===== src/sv/iat_pkg.sv =====
// Shared types, widths and codes for the integrated autocorrelation time core.
package iat_pkg;

  localparam int unsigned DataW             = 32;
  localparam int unsigned GW                = 64;
  localparam int unsigned WideW             = 128;
  localparam int unsigned MulBW             = 64;
  localparam int unsigned StatW             = 2;
  localparam int unsigned MaxSamplesDefault = 4096;

  typedef enum logic [StatW-1:0] {
    StatOk    = 2'd0,
    StatShort = 2'd1,
    StatDegen = 2'd2
  } stat_e;

  typedef enum logic [3:0] {
    OpNone = 4'd0,
    OpMean = 4'd1,
    OpMp   = 4'd2,
    OpSs   = 4'd3,
    OpMm   = 4'd4,
    OpG    = 4'd5,
    OpTt   = 4'd6,
    OpNg   = 4'd7,
    OpErr  = 4'd8,
    OpSqrt = 4'd9
  } op_e;

  typedef struct packed {
    logic  load;
    logic  eval_start;
    logic  sweep_clr;
    logic  sweep_run;
    logic  lag_upd;
    op_e   op;
    logic  stat_we;
    stat_e stat;
    logic  publish;
  } cmd_t;

  typedef struct packed {
    logic op_done;
    logic sweep_done;
    logic k_zero;
    logic n_lt2;
    logic neg;
    logic g0_zero;
    logic k_end;
    logic ng_lt;
    logic q_hi_nz;
    logic out_busy;
  } sts_t;

endpackage


===== src/sv/iat_ctrl.sv =====
// Controller: sequences loading, the per-lag sweep and the final arithmetic.
module iat_ctrl (
  input  logic          clk_i,
  input  logic          rst_ni,
  input  logic          in_acc_i,
  input  logic          last_i,
  input  iat_pkg::sts_t sts_i,
  output iat_pkg::cmd_t cmd_o,
  output logic          in_ready_o
);
  typedef enum logic [16:0] {
    SIdle  = 17'h00001,
    SInit  = 17'h00002,
    SSweep = 17'h00004,
    SMean  = 17'h00008,
    SMp    = 17'h00010,
    SSs    = 17'h00020,
    SChk   = 17'h00040,
    SMm    = 17'h00080,
    SG     = 17'h00100,
    SUpd   = 17'h00200,
    STest  = 17'h00400,
    STt    = 17'h00800,
    SNg    = 17'h01000,
    SCmp   = 17'h02000,
    SErr   = 17'h04000,
    SSqrt  = 17'h08000,
    SFin   = 17'h10000
  } state_e;

  state_e state_q, state_d;

  always_ff @(posedge clk_i or negedge rst_ni) begin
    if (!rst_ni) begin
      state_q <= SIdle;
    end else begin
      state_q <= state_d;
    end
  end

  always_comb begin
    state_d    = state_q;
    cmd_o      = '0;
    cmd_o.op   = iat_pkg::OpNone;
    cmd_o.stat = iat_pkg::StatOk;
    in_ready_o = 1'b0;
    unique case (state_q)
      SIdle: begin
        in_ready_o = 1'b1;
        if (in_acc_i) begin
          cmd_o.load = 1'b1;
          if (last_i) begin
            cmd_o.eval_start = 1'b1;
            state_d = SInit;
          end
        end
      end
      SInit: begin
        cmd_o.sweep_clr = 1'b1;
        state_d = SSweep;
      end
      SSweep: begin
        cmd_o.sweep_run = 1'b1;
        if (sts_i.sweep_done) state_d = sts_i.k_zero ? SMean : SMp;
      end
      SMean: begin
        cmd_o.op = iat_pkg::OpMean;
        if (sts_i.op_done) begin
          if (sts_i.n_lt2) begin
            cmd_o.stat_we = 1'b1;
            cmd_o.stat    = iat_pkg::StatDegen;
            state_d = SFin;
          end else begin
            state_d = SMp;
          end
        end
      end
      SMp: begin
        cmd_o.op = iat_pkg::OpMp;
        if (sts_i.op_done) state_d = SSs;
      end
      SSs: begin
        cmd_o.op = iat_pkg::OpSs;
        if (sts_i.op_done) state_d = SChk;
      end
      SChk: begin
        state_d = sts_i.neg ? STt : SMm;
      end
      SMm: begin
        cmd_o.op = iat_pkg::OpMm;
        if (sts_i.op_done) state_d = SG;
      end
      SG: begin
        cmd_o.op = iat_pkg::OpG;
        if (sts_i.op_done) state_d = SUpd;
      end
      SUpd: begin
        cmd_o.lag_upd = 1'b1;
        state_d = STest;
      end
      STest: begin
        priority if (sts_i.g0_zero) begin
          cmd_o.stat_we = 1'b1;
          cmd_o.stat    = iat_pkg::StatDegen;
          state_d = SFin;
        end else if (sts_i.k_end) begin
          state_d = STt;
        end else begin
          state_d = SInit;
        end
      end
      STt: begin
        cmd_o.op = iat_pkg::OpTt;
        if (sts_i.op_done) state_d = SNg;
      end
      SNg: begin
        cmd_o.op = iat_pkg::OpNg;
        if (sts_i.op_done) state_d = SCmp;
      end
      SCmp: begin
        if (sts_i.ng_lt) begin
          cmd_o.stat_we = 1'b1;
          cmd_o.stat    = iat_pkg::StatShort;
          state_d = SFin;
        end else begin
          state_d = SErr;
        end
      end
      SErr: begin
        cmd_o.op = iat_pkg::OpErr;
        if (sts_i.op_done) state_d = sts_i.q_hi_nz ? SFin : SSqrt;
      end
      SSqrt: begin
        cmd_o.op = iat_pkg::OpSqrt;
        if (sts_i.op_done) state_d = SFin;
      end
      SFin: begin
        if (!sts_i.out_busy) begin
          cmd_o.publish = 1'b1;
          state_d = SIdle;
        end
      end
      default: state_d = SIdle;
    endcase
  end

endmodule


===== config.mk =====
export PLATFORM = sky130hd
export DESIGN_NAME = iat_ctrl
export DESIGN_NICKNAME = d
export VERILOG_FILES = /design/src/sv/iat_pkg.sv /design/src/sv/iat_ctrl.sv
export SDC_FILE = /design/constraint.sdc
export NUM_CORES = 1
export LEC_CHECK = 0
export ABC_AREA = 0
export BUFFER_PORTS_ARGS = -buffer_cell sky130_fd_sc_hd__buf_2
export CAP_MARGIN = 20
export CELL_PAD_IN_SITES_DETAIL_PLACEMENT = 0
export CELL_PAD_IN_SITES_GLOBAL_PLACEMENT = 1
export CORE_UTILIZATION = 36
export CTS_BUF_LIST = sky130_fd_sc_hd__clkbuf_16
export DETAILED_ROUTE_END_ITERATION = 16
export HOLD_SLACK_MARGIN = 0.12
export PLACE_DENSITY = 0.8
export SKIP_LAST_GASP = 1
export SLEW_MARGIN = 20
export SYNTH_ARGS = -nofsm -noshare
export SYNTH_HDL_FRONTEND = slang
export SYNTH_SLANG_ARGS = --single-unit

===== constraint.sdc =====
create_clock -name clk_i -period 2.3 [get_ports clk_i]
set_input_delay 0.46 -clock clk_i [delete_from_list [all_inputs] [get_ports clk_i]]
set_output_delay 0.46 -clock clk_i [all_outputs]
set_load 0.01 [all_outputs]

Word level (Yosys, flattened, before mapping)

Cells that the tools add are included.

Add/subtract/negate cells: 0
Multiply operators: 0
Divide/modulo/power cells: 0
$lt $le $gt $ge: 0
Eq/ne operators: 30
Shift-type cells: 0
Mux-type cells: 36
Bitwise logic cells: 0
Reductions and logical operators: 1

Operators with widths:

| operator                                              | count |
|---|---|
| two-way mux 17 bit                                    | 17 |
| one-hot mux 17 bit (17 select lines)                  | 1 |
| one-hot mux 4 bit (9 select lines)                    | 1 |
| inequality test 2 bit, second input constant          | 13 |
| two-way mux 12 bit                                    | 2 |
| equality test 17 x 1 -> 1 bit, second input constant  | 1 |
| equality test 17 x 10 -> 1 bit, second input constant | 1 |
| equality test 17 x 11 -> 1 bit, second input constant | 1 |
| equality test 17 x 12 -> 1 bit, second input constant | 1 |
| equality test 17 x 13 -> 1 bit, second input constant | 1 |
| equality test 17 x 14 -> 1 bit, second input constant | 1 |
| equality test 17 x 15 -> 1 bit, second input constant | 1 |
| equality test 17 x 16 -> 1 bit, second input constant | 1 |
| equality test 17 bit, second input constant           | 1 |
| equality test 17 x 2 -> 1 bit, second input constant  | 1 |
| equality test 17 x 3 -> 1 bit, second input constant  | 1 |
| equality test 17 x 4 -> 1 bit, second input constant  | 1 |
| equality test 17 x 5 -> 1 bit, second input constant  | 1 |
| equality test 17 x 6 -> 1 bit, second input constant  | 1 |
| equality test 17 x 7 -> 1 bit, second input constant  | 1 |
| equality test 17 x 8 -> 1 bit, second input constant  | 1 |
| equality test 17 x 9 -> 1 bit, second input constant  | 1 |
| AND reduction 13 bit                                  | 1 |
| two-way mux 3 bit                                     | 4 |
| other kinds (4)                                       | 11 |

Register bits: 17
Latch bits: 0
Memory bits (writable): 0
Memory bits (read-only): 0
Output and inout port bits: 14
Memories kept: 0

Longest topological paths before layout

Gate-level depths: netlist of run 1.

Depth in word-level cells: 3
Depth in mapped cells: 8
Depth with buffers taken out: 6

Least setup slack after synthesis of run 1

Ideal clock, no wire load.

Path type: register -> register
Start point: register state_q[12]
End point: register state_q[4]
Setup time: 0.125 ns
Data arrival time: 2.216 ns
Required time: 2.175 ns
Slack: -0.040 ns
Cell stages (with the launch flop): 8
Buffers on the path: 1
Path through: dfrtp_1 > buf_2 > nor4_4 > nand4_2 > nor4_4 > a222oi_1 > o21ai_2 > mux2_2

Cells in the longest elaborated chain, start to end: 3
Elaborated cells between the ends (all ways): 32
Classes of those cells: 30 x eq/ne; 1 x mux; 1 x reduce/logical

Ends and longest elaborated chain:

| what                                                  | line           | text |
|---|---|---|
| start: declaration                                    | iat_ctrl.sv:31 | `state_e state_q, state_d;` |
| start signal: assignment                              | iat_ctrl.sv:35 | `state_q <= SIdle;` |
| start signal: assignment                              | iat_ctrl.sv:37 | `state_q <= state_d;` |
| equality test 17 x 4 -> 1 bit (tied with other cells) | iat_ctrl.sv:47 | `unique case (state_q)` |
| inequality test 2 bit (no source line)                | n/a            |  |
| AND reduction 13 bit (no source line)                 | n/a            |  |

Parallel ways exist; a longest one is shown, timed or not.
A chain may end at the register's enable or synchronous reset.

==> results.ini, run 1 <==
[outcome]
run_status = finished, violations left
violations = negative setup slack

[synthesis]
synth.area.top_cells = dfrtp_1, nor2_1, nor3b_1, o2bb2ai_1, nor4_4
syn-cell-area_um2 = 1210
synth_fp_nets = 142
syn_inst = 128
yosysMostFrequentCell = dfrtp_1
syn_avg_cell_area_um2 = 9.43
ys.flop_type = dfrtp_1
yosysUniqueCellTypes = 51
synth_edf_count = 0
synth_top_cells_by_count = dfrtp_1, nor2_1, nand2_1, nor3b_1
synth_seq_area_share_pct = 35.3
yosys_warnings = 0
synth_largest_area_cell = dfrtp_1
ys_ff_latch = 17
ys_async_sr_fraction_pct = 100
yosysTopAreaCellShare_pct = 33.2

[clock_network]
clock-sinks = 17
clk_path_buf_depth = 2
clk_latency_ps = 250
cts_tree = done
htree_levels = 1
numCtsBuffers = 3
path_clk_slew_ps = 50
clock-root-buffer = clkbuf_16

[setup_path]
rr_worst_depth = 7
cp_slowest_stage_delay_ps = 410
cp-start-kind = flop
crit_type = flop to output pin
cp.required_ps = 1840
crit_fanout = 4
critPathCaptureType = output pin
path_depth = 7
crit_family = simple AND/OR/NAND/NOR gates
r2r_setup_slack_ps = -70
crit_chain = nor4_4 > buf_4 > and4_4 > and3_4 > a22o_1 > or2_2 > buf_6
crit_buf_inv = 2
crit_slowest_cell = dfrtp_1
critPathArrivalTime_ps = 2000
r2r-start = state_q[1]
r2r_end = state_q[4]

[global_route]
grt_pass1_vias = 1328
overflow = 0
grt_pass1_wl_mm = 6.44
antenna_found_initial = 0
grt_max_degree = 18
grt_usage_pct = 24.5

[finish]
area_delta_synth_final_pct = 67.7
regMostFlops = state_q
drive_gt1_share_pct = 56.7
top_regs = state_q (17)
nNetsFinal = 218
largest_reg_flops = 17
antenna_cells = 0
fin_area_um2 = 2020
fillerInstances = 244
instances_no_fill = 247

[detailed_routing]
antenna_left = 0
routedWlPerCell_um = 17.1
drc = 0
first_iter_violations = 84
avgViaCountPerCell = 5.67
routed-via-count = 1400
dr.pass1.iters = 4
drt-total-wl_mm = 4.22

[floorplanning]
initial_core_util_pct = 38.6
die_w_um = 59.9
rows = 20
core_um2 = 3130
io_pins = 28
die_y_um = 59.9
dieArea_um2 = 3590

[sta]
period_minus_slack_ps = 2460
slew_violations = 0
finalCritPeriodShare_pct = 107
maxSlewHeadroom_pct = 69.8
setup_viol = 16
hold_slack_ps = 130
finalHoldViolCount = 0
layout_setup_ws_ps = -157
tightest_slew_ps = 452
finClkSkew_ps = 3.76
rsz0062_at_grt = true
max_freq_mhz = 407

[run]
max_cap_viol_count = 0

[power_and_ir_drop]
pwr_density_cell_nw_per_um2 = 991
leakagePower_nw = 0.990
vdd_drop_max_uv = 673

[place]
placed_area_um2 = 1610
hpwl_mm = 2.76
post-place-ws_ps = 34.6
portBuffers = 27
dp.cells = 228
globalplace.congestion = 0.929

[worst_hold_path]
min_path_type = input port to async pin

[where the power goes]
group          internal (W)  switching [W]  leakage [nW]  total, W
Sequential         0.000341      0.0000487         0.231  0.000390
Combinational      0.000673       0.000596         0.717   0.00127
Clock              0.000231       0.000117        0.0423  0.000348
[through the flow]
| stage | util [%] | total power (W) | setup TNS (ps) |
|---|---|---|---|
| finish | 64.7 | 0.00201 | -1230 |
| global route | 64.7 | 0.00210 | -2890 |
| CTS | 59.4 | 0.00180 | -388 |
| detailed placement | 51.6 | 0.00127 | 0 |
| global placement | 51.6 | 0.00125 | 0 |
| floorplan | - | 0.000880 | -28.5 |
[cells in the final DEF, fill, tap and decap left out, types with 4 or more instances in the layout]
cell type  synthesis  routed
buf_4              0      39
buf_2              1      22
dfrtp_1           16      15
nor2_1            14      12
buf_6              1      12
nand2_1            8       7
inv_1              5       6
nand2b_1           5       5
nor4_4             2       4
nor3b_1            7       4
o2bb2ai_1          5       4
[worst max path at each step]
stage	from	end
floorplan	state_q[0]	state_q[11]
detailed placement	state_q[0]	state_q[5]
finish	state_q[1]	cmd_o[3]
global placement	state_q[13]	cmd_o[11]
global route	state_q[1]	cmd_o[5]
CTS	state_q[7]	cmd_o[3]
[metal layers]
layer	global-route usage, %	wire length, um	vias to the layer above
met5	0	0	-
met4	11.3	146	0
met3	4.11	240	15
met2	40.2	2130	71
met1	31.3	1700	669
li1	-	-	645
[cells by family (layout without fill, tap and decap cells)]
group                  count (synthesis)  after routing  share of synthesized area (%)
flip-flops                            17             17                           35.3
XOR/XNOR                               3              3                           2.18
AO/OA/AOI/OAI                         23             23                           15.6
buffers and inverters                  7             82                           2.90
AND/OR/NAND/NOR                       75             75                           41.2
multiplexers                           3              3                           2.69
[cell type report]
cell class                 count  area [um^2]  share of cell area, %
multi-input combinational    104          906                   44.7
inverter                       5         18.8                  0.927
clock buffer                   3         75.1                   3.71
tap                           44         55.1                   2.72
clock inverter                 1         3.75                  0.185
sequential                    17          428                   21.1
timing repair buffer          73          538                   26.6
[repair_timing]
action / CTS / global route
setup endpoints to repair: 16 / 26
buffers inserted: 9 / 7
pin swaps: 11 / 11
gates resized for setup: 20 / 25
hold buffers: 0 / 0
(Power assumes the default switching activity.)
==> run 2, diff against run 1 <==
Settings changed: SKIP_LAST_GASP 1 to unset.
==> run 2 against run 1 <==
  * The flow still finishes with violations (negative setup slack)
  * Clock skew is essentially flat
  * Wire length fell by 1.1%
  * Global-route usage is the same
  * Worst hold slack better by 6.0 ps
  * Fmax down 0.11%
  * Flip-flop and latch count did not move
  * Critical path depth unchanged
  * Via count fell by 0.36%
==> results.ini, run 2 (same netlist as run 1, synthesis figures left out) <==
[outcome]
run_status = finished, violations left
violations = negative setup slack

[finish]
fin_area_um2 = 2030
seq_area_um2 = 428
drive_gt1_share_pct = 56.7
fin_util_pct = 65.0
antenna_cells = 0
fillerInstances = 240
layout_commonest_cell = buf_4
largest_reg_flops = 17
final_cell_mix = buf_4, buf_2, dfrtp_1
area_delta_synth_final_pct = 68.3
top_regs = state_q (17)
multi_input_area_um2 = 913
nNetsFinal = 218
regMostFlops = state_q

[place]
portBuffers = 27
globalplace.congestion = 0.929
placed_area_um2 = 1610
hpwl_mm = 2.76

[detailed_routing]
first_iter_violations = 92
dr.pass1.iters = 4
antenna_left = 0
routedWlPerCell_um = 16.9
drc = 0
avgViaCountPerCell = 5.65
routed-via-count = 1395
drt-total-wl_mm = 4.17

[setup_path]
crit_fanout = 4
cp-start-kind = flop
rr_worst_depth = 8
crit_type = flop to output pin
critPathArrivalTime_ps = 2000
cp.required_ps = 1840
critPathCaptureType = output pin

[clock_network]
clock-sinks = 17
numCtsBuffers = 3
htree_levels = 1
hold_buffers = 0
path_clk_slew_ps = 50
clk_latency_ps = 250
clock-root-buffer = clkbuf_16
cts_tree = done
clk_path_buf_depth = 2

[floorplanning]
rows = 20
io_pins = 28
initial_core_util_pct = 38.6
core_um2 = 3130
die_y_um = 59.9
dieArea_um2 = 3590
die_w_um = 59.9

[sta]
finalCritPeriodShare_pct = 107
layout_setup_ws_ps = -160
rsz0062_at_grt = true
maxSlewHeadroom_pct = 70.2
finalHoldViolCount = 0
tightest_slew_ps = 447
slew_violations = 0
setup_viol = 15
hold_slack_ps = 136
setup_tns_ps = -1130
max_freq_mhz = 407
finClkSkew_ps = 3.26
period_minus_slack_ps = 2460

[run]
max_cap_viol_count = 0

[power_and_ir_drop]
leakagePower_nw = 0.990
pwr_density_cell_nw_per_um2 = 985
comb_power_share_pct = 63.2
p_switching_w = 0.000758
p_int_w = 0.00124
vdd_drop_max_uv = 675
clkPwrFrac_pct = 17.3
p_sw_share_pct = 37.9
p_seq_share_pct = 19.5

[global_route]
grt_max_degree = 18
antenna_found_initial = 0
grt_pass1_vias = 1328
grt_usage_pct = 24.5
grt_pass1_wl_mm = 6.44
overflow = 0

[worst_hold_path]
min_path_type = input port to async pin

run 2: changes by cell type in the layout (fill, tap and decap cells not counted):
| cell | change |
|---|---|
| nand3_2 | -1 |
| nand3_4 | +1 |
run 2: final cells by class:
type | count | area share, %
tap | 44 | 2.71
sequential | 17 | 21.1
timing repair buffer | 73 | 26.5
inverter | 5 | 0.924
clock buffer | 3 | 3.69
multi-input combinational | 104 | 45.0
clock inverter | 1 | 0.185
run 2: worst max-delay path: stages, from the launching register on:
cell	delay [ps]
dfrtp_1	410
nor4_4	390
buf_4	190
and4_4	230
and3_4	190
a22o_1	140
or2_2	110
buf_6	90
run 2: worst paths after layout:
check                           start     endpoint  slack (ps)
min in group clk_i           sts_i[2]  state_q[14]         400
min                            rst_ni   state_q[9]         140
min reg2reg                state_q[8]  state_q[10]         650
max                        state_q[1]     cmd_o[3]        -160
max reg2reg                state_q[1]   state_q[4]         -60
max in group asynchronous      rst_ni   state_q[0]        1840
run 2: power by group through the flow:
stage | Sequential [W] | Combinational (W) | Clock, W
2_1_floorplan | 0.000394 | 0.000486 | 0
3_3_place_gp | 0.000380 | 0.000870 | 0
3_5_place_dp | 0.000382 | 0.000890 | 0
4_1_cts | 0.000390 | 0.00106 | 0.000347
5_1_grt | 0.000394 | 0.00135 | 0.000364
6_report | 0.000389 | 0.00127 | 0.000347
run 2: stage by stage:
stage	setup WS, ps	total power, W	instances
after global placement	66.4	0.00125	228
after detailed placement	34.6	0.00127	228
final	-160	0.00200	247
after floorplan	-28.5	0.000880	128
after global routing	-235	0.00210	247
after CTS	-97.9	0.00180	240
run 2: timing repair:
action / CTS / global route
pin swaps: 12 / 12
endpoints found under the setup margin: 16 / 26
setup buffers: 9 / 7
resized for setup: 20 / 26
endpoints found under the hold margin: 0 / 0
run 2: metal layers:
layer / part of all wire [%] / wire (um) / global-route usage (%) / up-vias
met5: 0 / 0 / 0 / -
met3: 5.0 / 208 / 4.11 / 16
li1: - / - / - / 644
met2: 51 / 2110 / 40.2 / 59
met4: 3.7 / 155 / 11.3 / 0
met1: 41 / 1700 / 31.3 / 676
